===== src/hw/rtl/tet_pkg.sv =====
// ----------------------------------------------------------------------------
// Typed edge table package
// Shared types, codes and default sizes for the typed edge table block.
// ----------------------------------------------------------------------------
package tet_pkg;

	// Default sizes, used as parameter defaults on the top level.
	localparam int DEF_CAPACITY   = 32;
	localparam int DEF_NODE_BITS  = 16;
	localparam int DEF_ACTOR_BITS = 16;
	localparam int DEF_NUM_KINDS  = 9;

	// Fixed field widths of the request and response items.
	localparam int NODE_FIELD_W  = 16;
	localparam int KIND_W        = 4;
	localparam int ACTOR_FIELD_W = 16;
	localparam int TOTAL_W       = 6;
	localparam int SCAN_W        = 64;

	typedef enum logic [1:0] {
		OP_DECLARE = 2'd0,
		OP_HAS     = 2'd1,
		OP_REMOVE  = 2'd2,
		OP_QUERY   = 2'd3
	} tet_op_t;

	typedef enum logic [1:0] {
		STAT_OK     = 2'd0,
		STAT_MISS   = 2'd1,
		STAT_REJECT = 2'd2,
		STAT_FULL   = 2'd3
	} tet_status_t;

	typedef struct packed {
		tet_op_t                    req_type;
		logic [NODE_FIELD_W-1:0]    node_a;
		logic [KIND_W-1:0]          edge_kind;
		logic [NODE_FIELD_W-1:0]    node_b;
		logic [ACTOR_FIELD_W-1:0]   actor_id;
	} tet_req_t;

	typedef struct packed {
		tet_status_t                status;
		logic [NODE_FIELD_W-1:0]    neighbour;
		logic                       last;
		logic [TOTAL_W-1:0]         edge_total;
		logic [SCAN_W-1:0]          edges_examined;
	} tet_rsp_t;

	typedef enum logic [3:0] {
		ST_IDLE,
		ST_DECODE,
		ST_SCAN_FIND,
		ST_SHIFT,
		ST_SCAN_COUNT,
		ST_TOTAL,
		ST_SCAN_EMIT,
		ST_EMIT_OK,
		ST_EMIT_MISS,
		ST_EMIT_REJ,
		ST_EMIT_FULL
	} tet_state_t;

	// Commands from the controller to the datapath.
	typedef struct packed {
		logic        latch;        // capture the request item
		logic        prime;        // restart the scan at the newest entry
		logic        advance;      // step the scan to the next older entry
		logic        scan_inc;     // count one examined entry
		logic        match_inc;    // count one query match
		logic        add_total;    // add the edge count to the scan counter
		logic        write_new;    // store the request as the newest edge
		logic        shift_start;  // begin closing the gap of a removed edge
		logic        shift_step;   // move one newer entry down by one place
		logic        count_dec;    // one edge fewer
		logic        emit;         // load the response register
		logic        emit_hit;     // response is a query neighbour
		tet_status_t emit_status;  // status of a single response
	} tet_cmd_t;

	// Status from the datapath to the controller.
	typedef struct packed {
		tet_op_t op;
		logic    null_a;
		logic    null_b;
		logic    bad_kind;
		logic    full;
		logic    empty;
		logic    at_first;
		logic    at_end;
		logic    find_hit;
		logic    query_hit;
		logic    any_match;
		logic    shift_done;
		logic    last_hit;
		logic    out_free;
	} tet_stat_t;

endpackage


===== src/hw/rtl/tet_stream_if.sv =====
// ----------------------------------------------------------------------------
// Typed edge table stream channel
// Valid/ready channel carrying one payload item per handshake.
// ----------------------------------------------------------------------------
interface tet_stream_if #(
	parameter type payload_t = logic
) ();
	logic     valid;
	logic     ready;
	payload_t payload;

	modport source (output valid, output payload, input ready);
	modport sink   (input valid, input payload, output ready);
endinterface


===== src/hw/rtl/tet_ctrl.sv =====
// ----------------------------------------------------------------------------
// Typed edge table controller
// Sequences decode, table scans, removal shifts and response emission.
// ----------------------------------------------------------------------------
module tet_ctrl (
	input  logic              clk,
	input  logic              arst_n,
	input  logic              req_valid,
	output logic              req_ready,
	input  tet_pkg::tet_stat_t stat,
	output tet_pkg::tet_cmd_t  cmd
);

	tet_pkg::tet_state_t state_q;
	tet_pkg::tet_state_t state_d;

	always_ff @(posedge clk or negedge arst_n) begin
		if (!arst_n) begin
			state_q <= tet_pkg::ST_IDLE;
		end else begin
			state_q <= state_d;
		end
	end

	// Next state.
	always_comb begin
		state_d = state_q;
		case (state_q)
			tet_pkg::ST_IDLE: begin
				if (req_valid) state_d = tet_pkg::ST_DECODE;
			end
			tet_pkg::ST_DECODE: begin
				case (stat.op)
					tet_pkg::OP_DECLARE: begin
						if (stat.null_a || stat.null_b || stat.bad_kind) begin
							state_d = tet_pkg::ST_EMIT_REJ;
						end else if (stat.full) begin
							state_d = tet_pkg::ST_EMIT_FULL;
						end else begin
							state_d = tet_pkg::ST_EMIT_OK;
						end
					end
					tet_pkg::OP_HAS, tet_pkg::OP_REMOVE: begin
						if (stat.null_a || stat.null_b) begin
							state_d = tet_pkg::ST_EMIT_REJ;
						end else if (stat.empty) begin
							state_d = tet_pkg::ST_EMIT_MISS;
						end else begin
							state_d = tet_pkg::ST_SCAN_FIND;
						end
					end
					default: begin
						if (stat.null_a) begin
							state_d = tet_pkg::ST_EMIT_REJ;
						end else if (stat.empty) begin
							state_d = tet_pkg::ST_EMIT_MISS;
						end else begin
							state_d = tet_pkg::ST_SCAN_COUNT;
						end
					end
				endcase
			end
			tet_pkg::ST_SCAN_FIND: begin
				if (stat.find_hit) begin
					if (stat.op == tet_pkg::OP_REMOVE && !stat.at_first) begin
						state_d = tet_pkg::ST_SHIFT;
					end else begin
						state_d = tet_pkg::ST_EMIT_OK;
					end
				end else if (stat.at_end) begin
					state_d = tet_pkg::ST_EMIT_MISS;
				end
			end
			tet_pkg::ST_SHIFT: begin
				if (stat.shift_done) state_d = tet_pkg::ST_EMIT_OK;
			end
			tet_pkg::ST_SCAN_COUNT: begin
				if (stat.at_end) begin
					state_d = stat.any_match ? tet_pkg::ST_TOTAL : tet_pkg::ST_EMIT_MISS;
				end
			end
			tet_pkg::ST_TOTAL: begin
				state_d = tet_pkg::ST_SCAN_EMIT;
			end
			tet_pkg::ST_SCAN_EMIT: begin
				if (stat.query_hit && stat.out_free && stat.last_hit) begin
					state_d = tet_pkg::ST_IDLE;
				end
			end
			tet_pkg::ST_EMIT_OK, tet_pkg::ST_EMIT_MISS,
			tet_pkg::ST_EMIT_REJ, tet_pkg::ST_EMIT_FULL: begin
				if (stat.out_free) state_d = tet_pkg::ST_IDLE;
			end
			default: begin
				state_d = tet_pkg::ST_IDLE;
			end
		endcase
	end

	// Outputs.
	always_comb begin
		cmd       = '0;
		req_ready = 1'b0;
		case (state_q)
			tet_pkg::ST_IDLE: begin
				req_ready = 1'b1;
				cmd.latch = req_valid;
			end
			tet_pkg::ST_DECODE: begin
				case (stat.op)
					tet_pkg::OP_DECLARE: begin
						cmd.write_new = !(stat.null_a || stat.null_b || stat.bad_kind ||
							stat.full);
					end
					tet_pkg::OP_HAS, tet_pkg::OP_REMOVE: begin
						cmd.prime = !(stat.null_a || stat.null_b || stat.empty);
					end
					default: begin
						cmd.prime = !(stat.null_a || stat.empty);
					end
				endcase
			end
			tet_pkg::ST_SCAN_FIND: begin
				cmd.scan_inc = 1'b1;
				if (stat.find_hit) begin
					if (stat.op == tet_pkg::OP_REMOVE) begin
						cmd.count_dec   = stat.at_first;
						cmd.shift_start = !stat.at_first;
					end
				end else begin
					cmd.advance = !stat.at_end;
				end
			end
			tet_pkg::ST_SHIFT: begin
				cmd.shift_step = 1'b1;
				cmd.count_dec  = stat.shift_done;
			end
			tet_pkg::ST_SCAN_COUNT: begin
				cmd.scan_inc  = 1'b1;
				cmd.match_inc = stat.query_hit;
				cmd.advance   = !stat.at_end;
			end
			tet_pkg::ST_TOTAL: begin
				cmd.add_total = 1'b1;
				cmd.prime     = 1'b1;
			end
			tet_pkg::ST_SCAN_EMIT: begin
				if (stat.query_hit) begin
					cmd.emit     = stat.out_free;
					cmd.emit_hit = stat.out_free;
					cmd.advance  = stat.out_free;
				end else begin
					cmd.advance = 1'b1;
				end
			end
			tet_pkg::ST_EMIT_OK: begin
				cmd.emit        = stat.out_free;
				cmd.emit_status = tet_pkg::STAT_OK;
			end
			tet_pkg::ST_EMIT_MISS: begin
				cmd.emit        = stat.out_free;
				cmd.emit_status = tet_pkg::STAT_MISS;
			end
			tet_pkg::ST_EMIT_REJ: begin
				cmd.emit        = stat.out_free;
				cmd.emit_status = tet_pkg::STAT_REJECT;
			end
			tet_pkg::ST_EMIT_FULL: begin
				cmd.emit        = stat.out_free;
				cmd.emit_status = tet_pkg::STAT_FULL;
			end
			default: begin
				cmd = '0;
			end
		endcase
	end

endmodule


===== src/hw/rtl/tet_dp.sv =====
// ----------------------------------------------------------------------------
// Typed edge table datapath
// Edge memory, scan pointers, counters, match logic and response register.
// ----------------------------------------------------------------------------
module tet_dp #(
	parameter int CAPACITY   = tet_pkg::DEF_CAPACITY,
	parameter int NODE_BITS  = tet_pkg::DEF_NODE_BITS,
	parameter int ACTOR_BITS = tet_pkg::DEF_ACTOR_BITS,
	parameter int NUM_KINDS  = tet_pkg::DEF_NUM_KINDS
) (
	input  logic              clk,
	input  logic              arst_n,
	input  tet_pkg::tet_req_t req_data,
	input  tet_pkg::tet_cmd_t cmd,
	output tet_pkg::tet_stat_t stat,
	output logic              rsp_valid,
	output tet_pkg::tet_rsp_t rsp_data,
	input  logic              rsp_ready
);

	localparam int CNT_W = $clog2(CAPACITY + 1);
	localparam int IDX_W = (CAPACITY > 1) ? $clog2(CAPACITY) : 1;
	localparam int KIND_W = tet_pkg::KIND_W;
	localparam logic [KIND_W:0] KIND_LIMIT = (KIND_W + 1)'(NUM_KINDS);

	typedef struct packed {
		logic [NODE_BITS-1:0]  a;
		logic [KIND_W-1:0]     kind;
		logic [NODE_BITS-1:0]  b;
		logic [ACTOR_BITS-1:0] actor;
	} entry_t;

	// Latched request.
	tet_pkg::tet_op_t      op_q;
	logic [NODE_BITS-1:0]  a_q;
	logic [KIND_W-1:0]     kind_q;
	logic [NODE_BITS-1:0]  b_q;
	logic [ACTOR_BITS-1:0] actor_q;

	// Table state and scan pointers.
	entry_t                mem_q [CAPACITY];
	entry_t                rd_q;
	logic [CNT_W-1:0]      count_q;
	logic [IDX_W-1:0]      idx_q;
	logic [IDX_W-1:0]      sp_q;
	logic [CNT_W-1:0]      nmatch_q;
	logic [CNT_W-1:0]      emitted_q;
	logic [tet_pkg::SCAN_W-1:0] scan_q;

	logic                  out_valid_q;
	tet_pkg::tet_rsp_t     out_q;

	logic [CNT_W-1:0]      last_pos;
	logic [CNT_W-1:0]      phys_cur_w;
	logic [IDX_W-1:0]      phys_cur;
	logic [IDX_W-1:0]      rd_addr;
	logic                  wr_en;
	logic [IDX_W-1:0]      wr_addr;
	entry_t                wr_data;
	entry_t                new_entry;
	logic                  out_free;
	logic [NODE_BITS-1:0]  far_node;

	always_ff @(posedge clk) begin
		if (cmd.latch) begin
			op_q    <= req_data.req_type;
			a_q     <= NODE_BITS'(req_data.node_a);
			kind_q  <= req_data.edge_kind;
			b_q     <= NODE_BITS'(req_data.node_b);
			actor_q <= ACTOR_BITS'(req_data.actor_id);
		end
	end

	// Entries sit oldest first in memory: the newest edge is at count - 1.
	assign last_pos   = count_q - CNT_W'(1);
	assign phys_cur_w = last_pos - CNT_W'(idx_q);
	assign phys_cur   = phys_cur_w[IDX_W-1:0];

	always_comb begin
		if (cmd.shift_start) begin
			rd_addr = phys_cur + IDX_W'(1);
		end else if (cmd.shift_step) begin
			rd_addr = sp_q + IDX_W'(1);
		end else if (cmd.prime) begin
			rd_addr = last_pos[IDX_W-1:0];
		end else if (cmd.advance) begin
			rd_addr = phys_cur - IDX_W'(1);
		end else begin
			rd_addr = phys_cur;
		end
	end

	assign new_entry = '{a: a_q, kind: kind_q, b: b_q, actor: actor_q};
	assign wr_en     = cmd.write_new || cmd.shift_step;
	assign wr_addr   = cmd.write_new ? count_q[IDX_W-1:0] : sp_q - IDX_W'(1);
	assign wr_data   = cmd.write_new ? new_entry : rd_q;

	always_ff @(posedge clk) begin
		if (wr_en) mem_q[wr_addr] <= wr_data;
		rd_q <= mem_q[rd_addr];
	end

	always_ff @(posedge clk or negedge arst_n) begin
		if (!arst_n) begin
			count_q   <= '0;
			scan_q    <= '0;
			idx_q     <= '0;
			sp_q      <= '0;
			nmatch_q  <= '0;
			emitted_q <= '0;
		end else begin
			if (cmd.write_new) begin
				count_q <= count_q + CNT_W'(1);
			end else if (cmd.count_dec) begin
				count_q <= count_q - CNT_W'(1);
			end
			if (cmd.scan_inc || cmd.add_total) begin
				scan_q <= scan_q + (cmd.add_total ? tet_pkg::SCAN_W'(count_q)
					: tet_pkg::SCAN_W'(1));
			end
			if (cmd.prime) begin
				idx_q <= '0;
			end else if (cmd.advance) begin
				idx_q <= idx_q + IDX_W'(1);
			end
			if (cmd.shift_start) begin
				sp_q <= phys_cur + IDX_W'(1);
			end else if (cmd.shift_step) begin
				sp_q <= sp_q + IDX_W'(1);
			end
			if (cmd.latch) begin
				nmatch_q  <= '0;
				emitted_q <= '0;
			end else begin
				if (cmd.match_inc) nmatch_q <= nmatch_q + CNT_W'(1);
				if (cmd.emit_hit) emitted_q <= emitted_q + CNT_W'(1);
			end
		end
	end

	assign far_node = (rd_q.a == a_q) ? rd_q.b : rd_q.a;
	assign out_free = !out_valid_q || rsp_ready;

	always_comb begin
		stat.op         = op_q;
		stat.null_a     = (a_q == '0);
		stat.null_b     = (b_q == '0);
		stat.bad_kind   = ({1'b0, kind_q} >= KIND_LIMIT);
		stat.full       = (count_q == CNT_W'(CAPACITY));
		stat.empty      = (count_q == '0);
		stat.at_first   = (idx_q == '0);
		stat.at_end     = (CNT_W'(idx_q) == last_pos);
		stat.find_hit   = (rd_q.a == a_q) && (rd_q.kind == kind_q) && (rd_q.b == b_q);
		stat.query_hit  = (rd_q.kind == kind_q) &&
			((rd_q.actor == '0) || (rd_q.actor == actor_q)) &&
			((rd_q.a == a_q) || (rd_q.b == a_q));
		stat.any_match  = (nmatch_q != '0) || stat.query_hit;
		stat.shift_done = (CNT_W'(sp_q) == last_pos);
		stat.last_hit   = ((emitted_q + CNT_W'(1)) == nmatch_q);
		stat.out_free   = out_free;
	end

	// Response register: one result waits here while the next is worked on.
	always_ff @(posedge clk or negedge arst_n) begin
		if (!arst_n) begin
			out_valid_q <= 1'b0;
		end else if (cmd.emit) begin
			out_valid_q <= 1'b1;
		end else if (rsp_ready) begin
			out_valid_q <= 1'b0;
		end
	end

	always_ff @(posedge clk) begin
		if (cmd.emit) begin
			out_q.status         <= cmd.emit_hit ? tet_pkg::STAT_OK : cmd.emit_status;
			out_q.neighbour      <= cmd.emit_hit ? tet_pkg::NODE_FIELD_W'(far_node) : '0;
			out_q.last           <= cmd.emit_hit ? stat.last_hit : 1'b1;
			out_q.edge_total     <= tet_pkg::TOTAL_W'(count_q);
			out_q.edges_examined <= scan_q;
		end
	end

	assign rsp_valid = out_valid_q;
	assign rsp_data  = out_q;

	a_count_bound: assert property (@(posedge clk) disable iff (!arst_n)
		count_q <= CNT_W'(CAPACITY))
		else $error("edge count above capacity");

	a_emit_slot: assert property (@(posedge clk) disable iff (!arst_n)
		cmd.emit |-> out_free)
		else $error("response loaded while the previous one is still held");

	a_no_insert_full: assert property (@(posedge clk) disable iff (!arst_n)
		cmd.write_new |-> (count_q != CNT_W'(CAPACITY)))
		else $error("insert into a full table");

	a_scan_stable: assert property (@(posedge clk) disable iff (!arst_n)
		!(cmd.scan_inc || cmd.add_total) |=> $stable(scan_q))
		else $error("scan counter moved without a scan command");

endmodule


===== src/hw/rtl/typed_edge_table.sv =====
// ----------------------------------------------------------------------------
// Typed edge table
// Bounded newest-first table of typed edges with declare, has, remove and
// neighbour query requests.
// ----------------------------------------------------------------------------
//
//  Channel | Direction | Payload    | Items per request
//  --------+-----------+------------+-------------------------------------
//  req     | in        | tet_req_t  | one
//  rsp     | out       | tet_rsp_t  | one, or one per query match
//
// A request is taken only while the block is idle. Declare, and any rejected
// or trivially missed request, goes from decode to an emit state that loads
// its response. Has and remove scan the entries from the newest; a remove that
// hits an older entry then moves each newer entry down one place.
// A query first scans every stored edge to count its matches, then scans
// again from the newest to the last match, one entry per cycle through the
// single read port of the edge memory while the response side does not stall.
// The next request can be taken in the cycle after the last response is loaded.
// Reset clears the edge count, the scan counter and all control state; the
// memory needs no clearing because only entries below the count are read.
// A stalled response side holds the scan on the current entry.
module typed_edge_table #(
	parameter int CAPACITY   = tet_pkg::DEF_CAPACITY,
	parameter int NODE_BITS  = tet_pkg::DEF_NODE_BITS,
	parameter int ACTOR_BITS = tet_pkg::DEF_ACTOR_BITS,
	parameter int NUM_KINDS  = tet_pkg::DEF_NUM_KINDS
) (
	input  logic          clk,
	input  logic          arst_n,
	tet_stream_if.sink    req,
	tet_stream_if.source  rsp
);

	// The controller only sees status flags; the datapath owns all storage.
	tet_pkg::tet_cmd_t  cmd;
	tet_pkg::tet_stat_t stat;

	tet_ctrl u_ctrl (
		.clk       (clk),
		.arst_n    (arst_n),
		.req_valid (req.valid),
		.req_ready (req.ready),
		.stat      (stat),
		.cmd       (cmd)
	);

	tet_dp #(
		.CAPACITY   (CAPACITY),
		.NODE_BITS  (NODE_BITS),
		.ACTOR_BITS (ACTOR_BITS),
		.NUM_KINDS  (NUM_KINDS)
	) u_dp (
		.clk       (clk),
		.arst_n    (arst_n),
		.req_data  (req.payload),
		.cmd       (cmd),
		.stat      (stat),
		.rsp_valid (rsp.valid),
		.rsp_data  (rsp.payload),
		.rsp_ready (rsp.ready)
	);

endmodule


===== src/flat_wrapper.sv =====
// flat-port wrapper written by rule: the top's interface ports become plain ports
module typed_edge_table_flat 
#(
	parameter int CAPACITY   = tet_pkg::DEF_CAPACITY,
	parameter int NODE_BITS  = tet_pkg::DEF_NODE_BITS,
	parameter int ACTOR_BITS = tet_pkg::DEF_ACTOR_BITS,
	parameter int NUM_KINDS  = tet_pkg::DEF_NUM_KINDS
)
  (clk, arst_n, req_valid, req_payload, req_ready, rsp_valid, rsp_payload, rsp_ready);
  tet_stream_if #(.payload_t(tet_pkg::tet_req_t)) req_i ();
  tet_stream_if #(.payload_t(tet_pkg::tet_rsp_t)) rsp_i ();
  input  logic clk;
  input  logic arst_n;
  input wire logic [$bits(req_i.valid)-1:0] req_valid;
  input wire logic [$bits(req_i.payload)-1:0] req_payload;
  output wire logic [$bits(req_i.ready)-1:0] req_ready;
  output wire logic [$bits(rsp_i.valid)-1:0] rsp_valid;
  output wire logic [$bits(rsp_i.payload)-1:0] rsp_payload;
  input wire logic [$bits(rsp_i.ready)-1:0] rsp_ready;
  assign req_i.valid = req_valid;
  assign req_i.payload = req_payload;
  assign req_ready = req_i.ready;
  assign rsp_valid = rsp_i.valid;
  assign rsp_payload = rsp_i.payload;
  assign rsp_i.ready = rsp_ready;
  typed_edge_table #(.CAPACITY(CAPACITY), .NODE_BITS(NODE_BITS), .ACTOR_BITS(ACTOR_BITS), .NUM_KINDS(NUM_KINDS)) u_core (.clk(clk), .arst_n(arst_n), .req(req_i), .rsp(rsp_i));
endmodule

===== config.mk =====
export PLATFORM = sky130hd
export DESIGN_NAME = typed_edge_table_flat
export DESIGN_NICKNAME = d
export VERILOG_FILES = /design/src/hw/rtl/tet_pkg.sv /design/src/hw/rtl/tet_stream_if.sv /design/src/hw/rtl/tet_ctrl.sv /design/src/hw/rtl/tet_dp.sv /design/src/hw/rtl/typed_edge_table.sv /design/src/flat_wrapper.sv
export SDC_FILE = /design/constraint.sdc
export NUM_CORES = 2
export LEC_CHECK = 0
export BUFFER_PORTS_ARGS = -buffer_cell sky130_fd_sc_hd__buf_2
export CORE_ASPECT_RATIO = 2
export CORE_MARGIN = 3
export CORE_UTILIZATION = 45
export CTS_BUF_LIST = sky130_fd_sc_hd__clkbuf_4
export CTS_CLUSTER_SIZE = 28
export DETAILED_ROUTE_END_ITERATION = 7
export GPL_TIMING_DRIVEN = 0
export SLEW_MARGIN = 20
export SYNTH_ARGS = -nofsm -noshare
export SYNTH_HDL_FRONTEND = slang
export SYNTH_SLANG_ARGS = --single-unit

===== constraint.sdc =====
create_clock -name clk -period 6.5 [get_ports clk]
set_input_delay 0.65 -clock clk [delete_from_list [all_inputs] [get_ports clk]]
set_output_delay 0.65 -clock clk [all_outputs]
set_load 0.02 [all_outputs]

==> impl_results.md <==
* Outcome: complete, but fails checks
* Violated checks: negative setup slack
* Largest net degree at the start of global routing at 54
* Complex-gate fraction of the synthesized area at 7.94%
* CP startpoint kind: flop
* Initial Util at between 40% and 50%
* Vias per cell at between 5 and 6
* Critical path type: flop to flop
* Average wire per standard cell at 29.9 um
* Synth Area in Adders at 0.434%
* Hpwl dp at 184000 um
* Global-route wire length before repair at roughly 360000 um
* Fmax at approximately 0.15 GHz
* Final worst setup slack at -167 ps
* Core Region at approximately 170000 um2
* TritonRoute pass-1 iters at 5
* Leading cell type in the layout, fill and taps excluded: edfxtp_1
* Flops & latches, synth at 1956
* CTS tree: yes
* Worst Skew at between 150 and 200 ps
* Hold Path Origin: req_payload[26]
* Post-synthesis sequential area ratio at 73.6%
* R2r startpoint: u_core.u_dp.rd_q[23]
* Synth Area in XOR/XNOR at ~2.0%
* Yosys cell types at 76
* Total gr overflow at 0
* Vias in the first global route at approximately 52000
* All-Layer GR Usage at 28.4%
* Beginning of the critical path: u_core.u_dp.rd_q[23]
* Post-synthesis average cell area at 14.8 um2
* Worst hold slack at 128 ps
* Sink Count at just under 2000
* Max_slew headroom at between 20% and 30%
* CTS max path bufs at 4
* Post-place setup slack at -462 ps
* Post-CTS Setup Inserts at 0
* Layout cells sized above 1 at 21.0%
* Required @ worst endpoint at ~7500 ps
* GP Congestion at 0.948
* Post-route ant nets at 0
* Synth warn at 0
* Max cap viols at 0
* Crit path max fanout at 10
* Row cnt at 216
* Reg2Reg Depth at 16
* Cell Area, Synth at between 70000 and 80000 um2
* Die area at between 150000 and 200000 um2
* Arr. time, crit path at between 7000 and 8000 ps
* Tmin final at around 6700 ps
* Drt total wl at 258000 um
* Filler cell count at 14401
* Post-synth EDFFs at approximately 1800
* H-Tree Depth at 5
* Top FF cell, synth: edfxtp_1
* Final hold viol count at 0
* Fin Setup TNS at -212 ps
* Hold depth at 2
* Fin util at between 50% and 60%
* Largest family of logic cells by synthesized area: simple AND/OR/NAND/NOR gates
* Area growth, synth to finish at 15.6%
* Commonest non-fill, non-tap cells in the layout: 1807 x edfxtp_1, 810 x nand2_1, 627 x clkbuf_4
* Root buffer selected by CTS: clkbuf_4
* RSZ-0062 raised after global routing: true
* I/O pin count at about 150
* Post-synthesis simple-gate area fraction at a little under 9%
* Post-synthesis cell count at 5280
* Reg clk slew, reported paths at around 80 ps
* Final nets at 6101
* Drt initial violations at roughly 5000
* Buffers on Ports at around 150
* Worst skew pair latency at around 1300 ps
* CTS buffer count at between 400 and 500
* Setup crit end kind: flop
* Async SR Flop Fraction at approximately 5.0%
* # setup viols final at 2
* Fin crit share at 103%
* Initial antenna violation count at 16
* Post-Syn Nets at roughly 5400
* Final slew viol count at 0
* Worst Tran Pin Value at between 1000 and 1500 ps
* Die Wd at approximately 300 um
* Multiplexer area fraction after synthesis at 4.55%
* Post-route DRC at 0
* Die Ht at just under 600 um
* DR vias at between 50000 and 60000
* Hold Crit Class: input port to flop
kinds of logic (layout without fill, tap and decap cells):
logic type,count (synthesis),count (layout)
flops,1956,1956
simple gates,1570,1570
compound gates,843,843
buf+inv,479,1531
mux,228,228
xor+xnor,178,178
fa+ha+maj,26,26
other cells,0,9
final timing paths:
path | end | slack (ps)
worst max-delay path | u_core.u_dp.rd_q[44] | -170
worst min-delay path | u_core.u_dp.b_q[10] | 130
worst max register to register | u_core.u_dp.rd_q[44] | -170
worst min register to register | u_core.u_dp.rsp_data[67] | 420
max in group asynchronous | u_core.u_dp.count_q[4] | 5620
min in group asynchronous | u_core.u_dp.emitted_q[1] | 550
sequential cells by signal (all words and copies together) (netlist names), 4 cells and up:
register,cells
u_core.u_dp.scan_q,64
u_core.u_dp.nmatch_q,6
u_core.u_dp.idx_q,5
u_core.u_dp.emitted_q,6
u_core.u_dp.sp_q,5
u_core.u_dp.actor_q,16
u_core.u_dp.rsp_data,89
u_core.u_dp.mem_q,1664
u_core.u_dp.rd_q,52
u_core.u_dp.a_q,16
u_core.u_dp.kind_q,4
u_core.u_ctrl.state_q,4
u_core.u_dp.count_q,6
u_core.u_dp.b_q,16
routing by layer:
metal  wire (um)  global-route usage, %
met1       80900                   28.1
met2      135000                   50.9
met3       17700                   5.57
met4       24600                   23.6
met5          54                      0
cell type report:
class / count / area [um2] / share of cell area (%)
Sequential cell: 1956 / 57700 / 63.7
Inverter: 134 / 503 / 0.555
Tap cell: 2289 / 2860 / 3.16
Clock buffer: 622 / 4670 / 5.15
Multi-Input combinational cell: 2845 / 19100 / 21.0
Clock inverter: 119 / 676 / 0.745
Buffer: 343 / 1590 / 1.76
Timing Repair Buffer: 313 / 3530 / 3.89
Antenna cell: 9 / 22.5 / 0.0248
cell usage after synthesis (24+ instances only):
cell type	number	share of area (%)
nand4_1	27	0.22
and3_1	24	0.19
a211oi_1	215	2.1
o311ai_1	33	0.37
nor4_1	36	0.29
a31oi_1	55	0.44
inv_1	134	0.64
edfxtp_1	1807	69
xor2_1	108	1.2
dfxtp_1	52	1.3
o22ai_1	58	0.46
o2111ai_1	103	1.2
dfrtp_1	97	3.1
nor2_1	100	0.48
ha_1	24	0.38
mux2i_1	122	1.6
buf_1	29	0.14
nand2_1	843	4.0
a2111oi_2	50	0.96
a21oi_1	172	1.1
o21ai_0	76	0.49
buf_2	114	0.73
nand3_1	462	2.9
xnor2_1	70	0.78
mux4_2	102	2.9
clkbuf_1	179	0.86
per-stage QoR:
step | std cells | instance area [um2]
after global placement | 7717 | 82000
final | 8630 | 90700
after CTS | 8622 | 90500
after detailed placement | 7812 | 84400
after floorplan | 5280 | 78400
after global routing | 8626 | 90600
worst max-delay path, stage by stage, from the launching register on:
cell	delay, ps
dfxtp_1	700
xor2_1	140
nor4_1	820
nand4_1	500
or3_1	460
buf_2	180
o21ai_1	240
nand3_1	130
and3_1	170
clkbuf_4	280
buf_6	290
nor2_1	220
buf_2	620
clkbuf_1	790
nand3_1	160
a21oi_1	570
a2111oi_4	190
what timing repair did:
item                                   4_1_cts  5_1_grt
endpoints found under the hold margin      155        0
setup endpoints to repair                   41       45
pin swaps                                    1        0
gates resized for setup                     19       48
hold buffers                                69        0
Power is left out: the tool's default activity adds up to more than one toggle a clock period on the data nets, which glitch-free logic cannot reach.
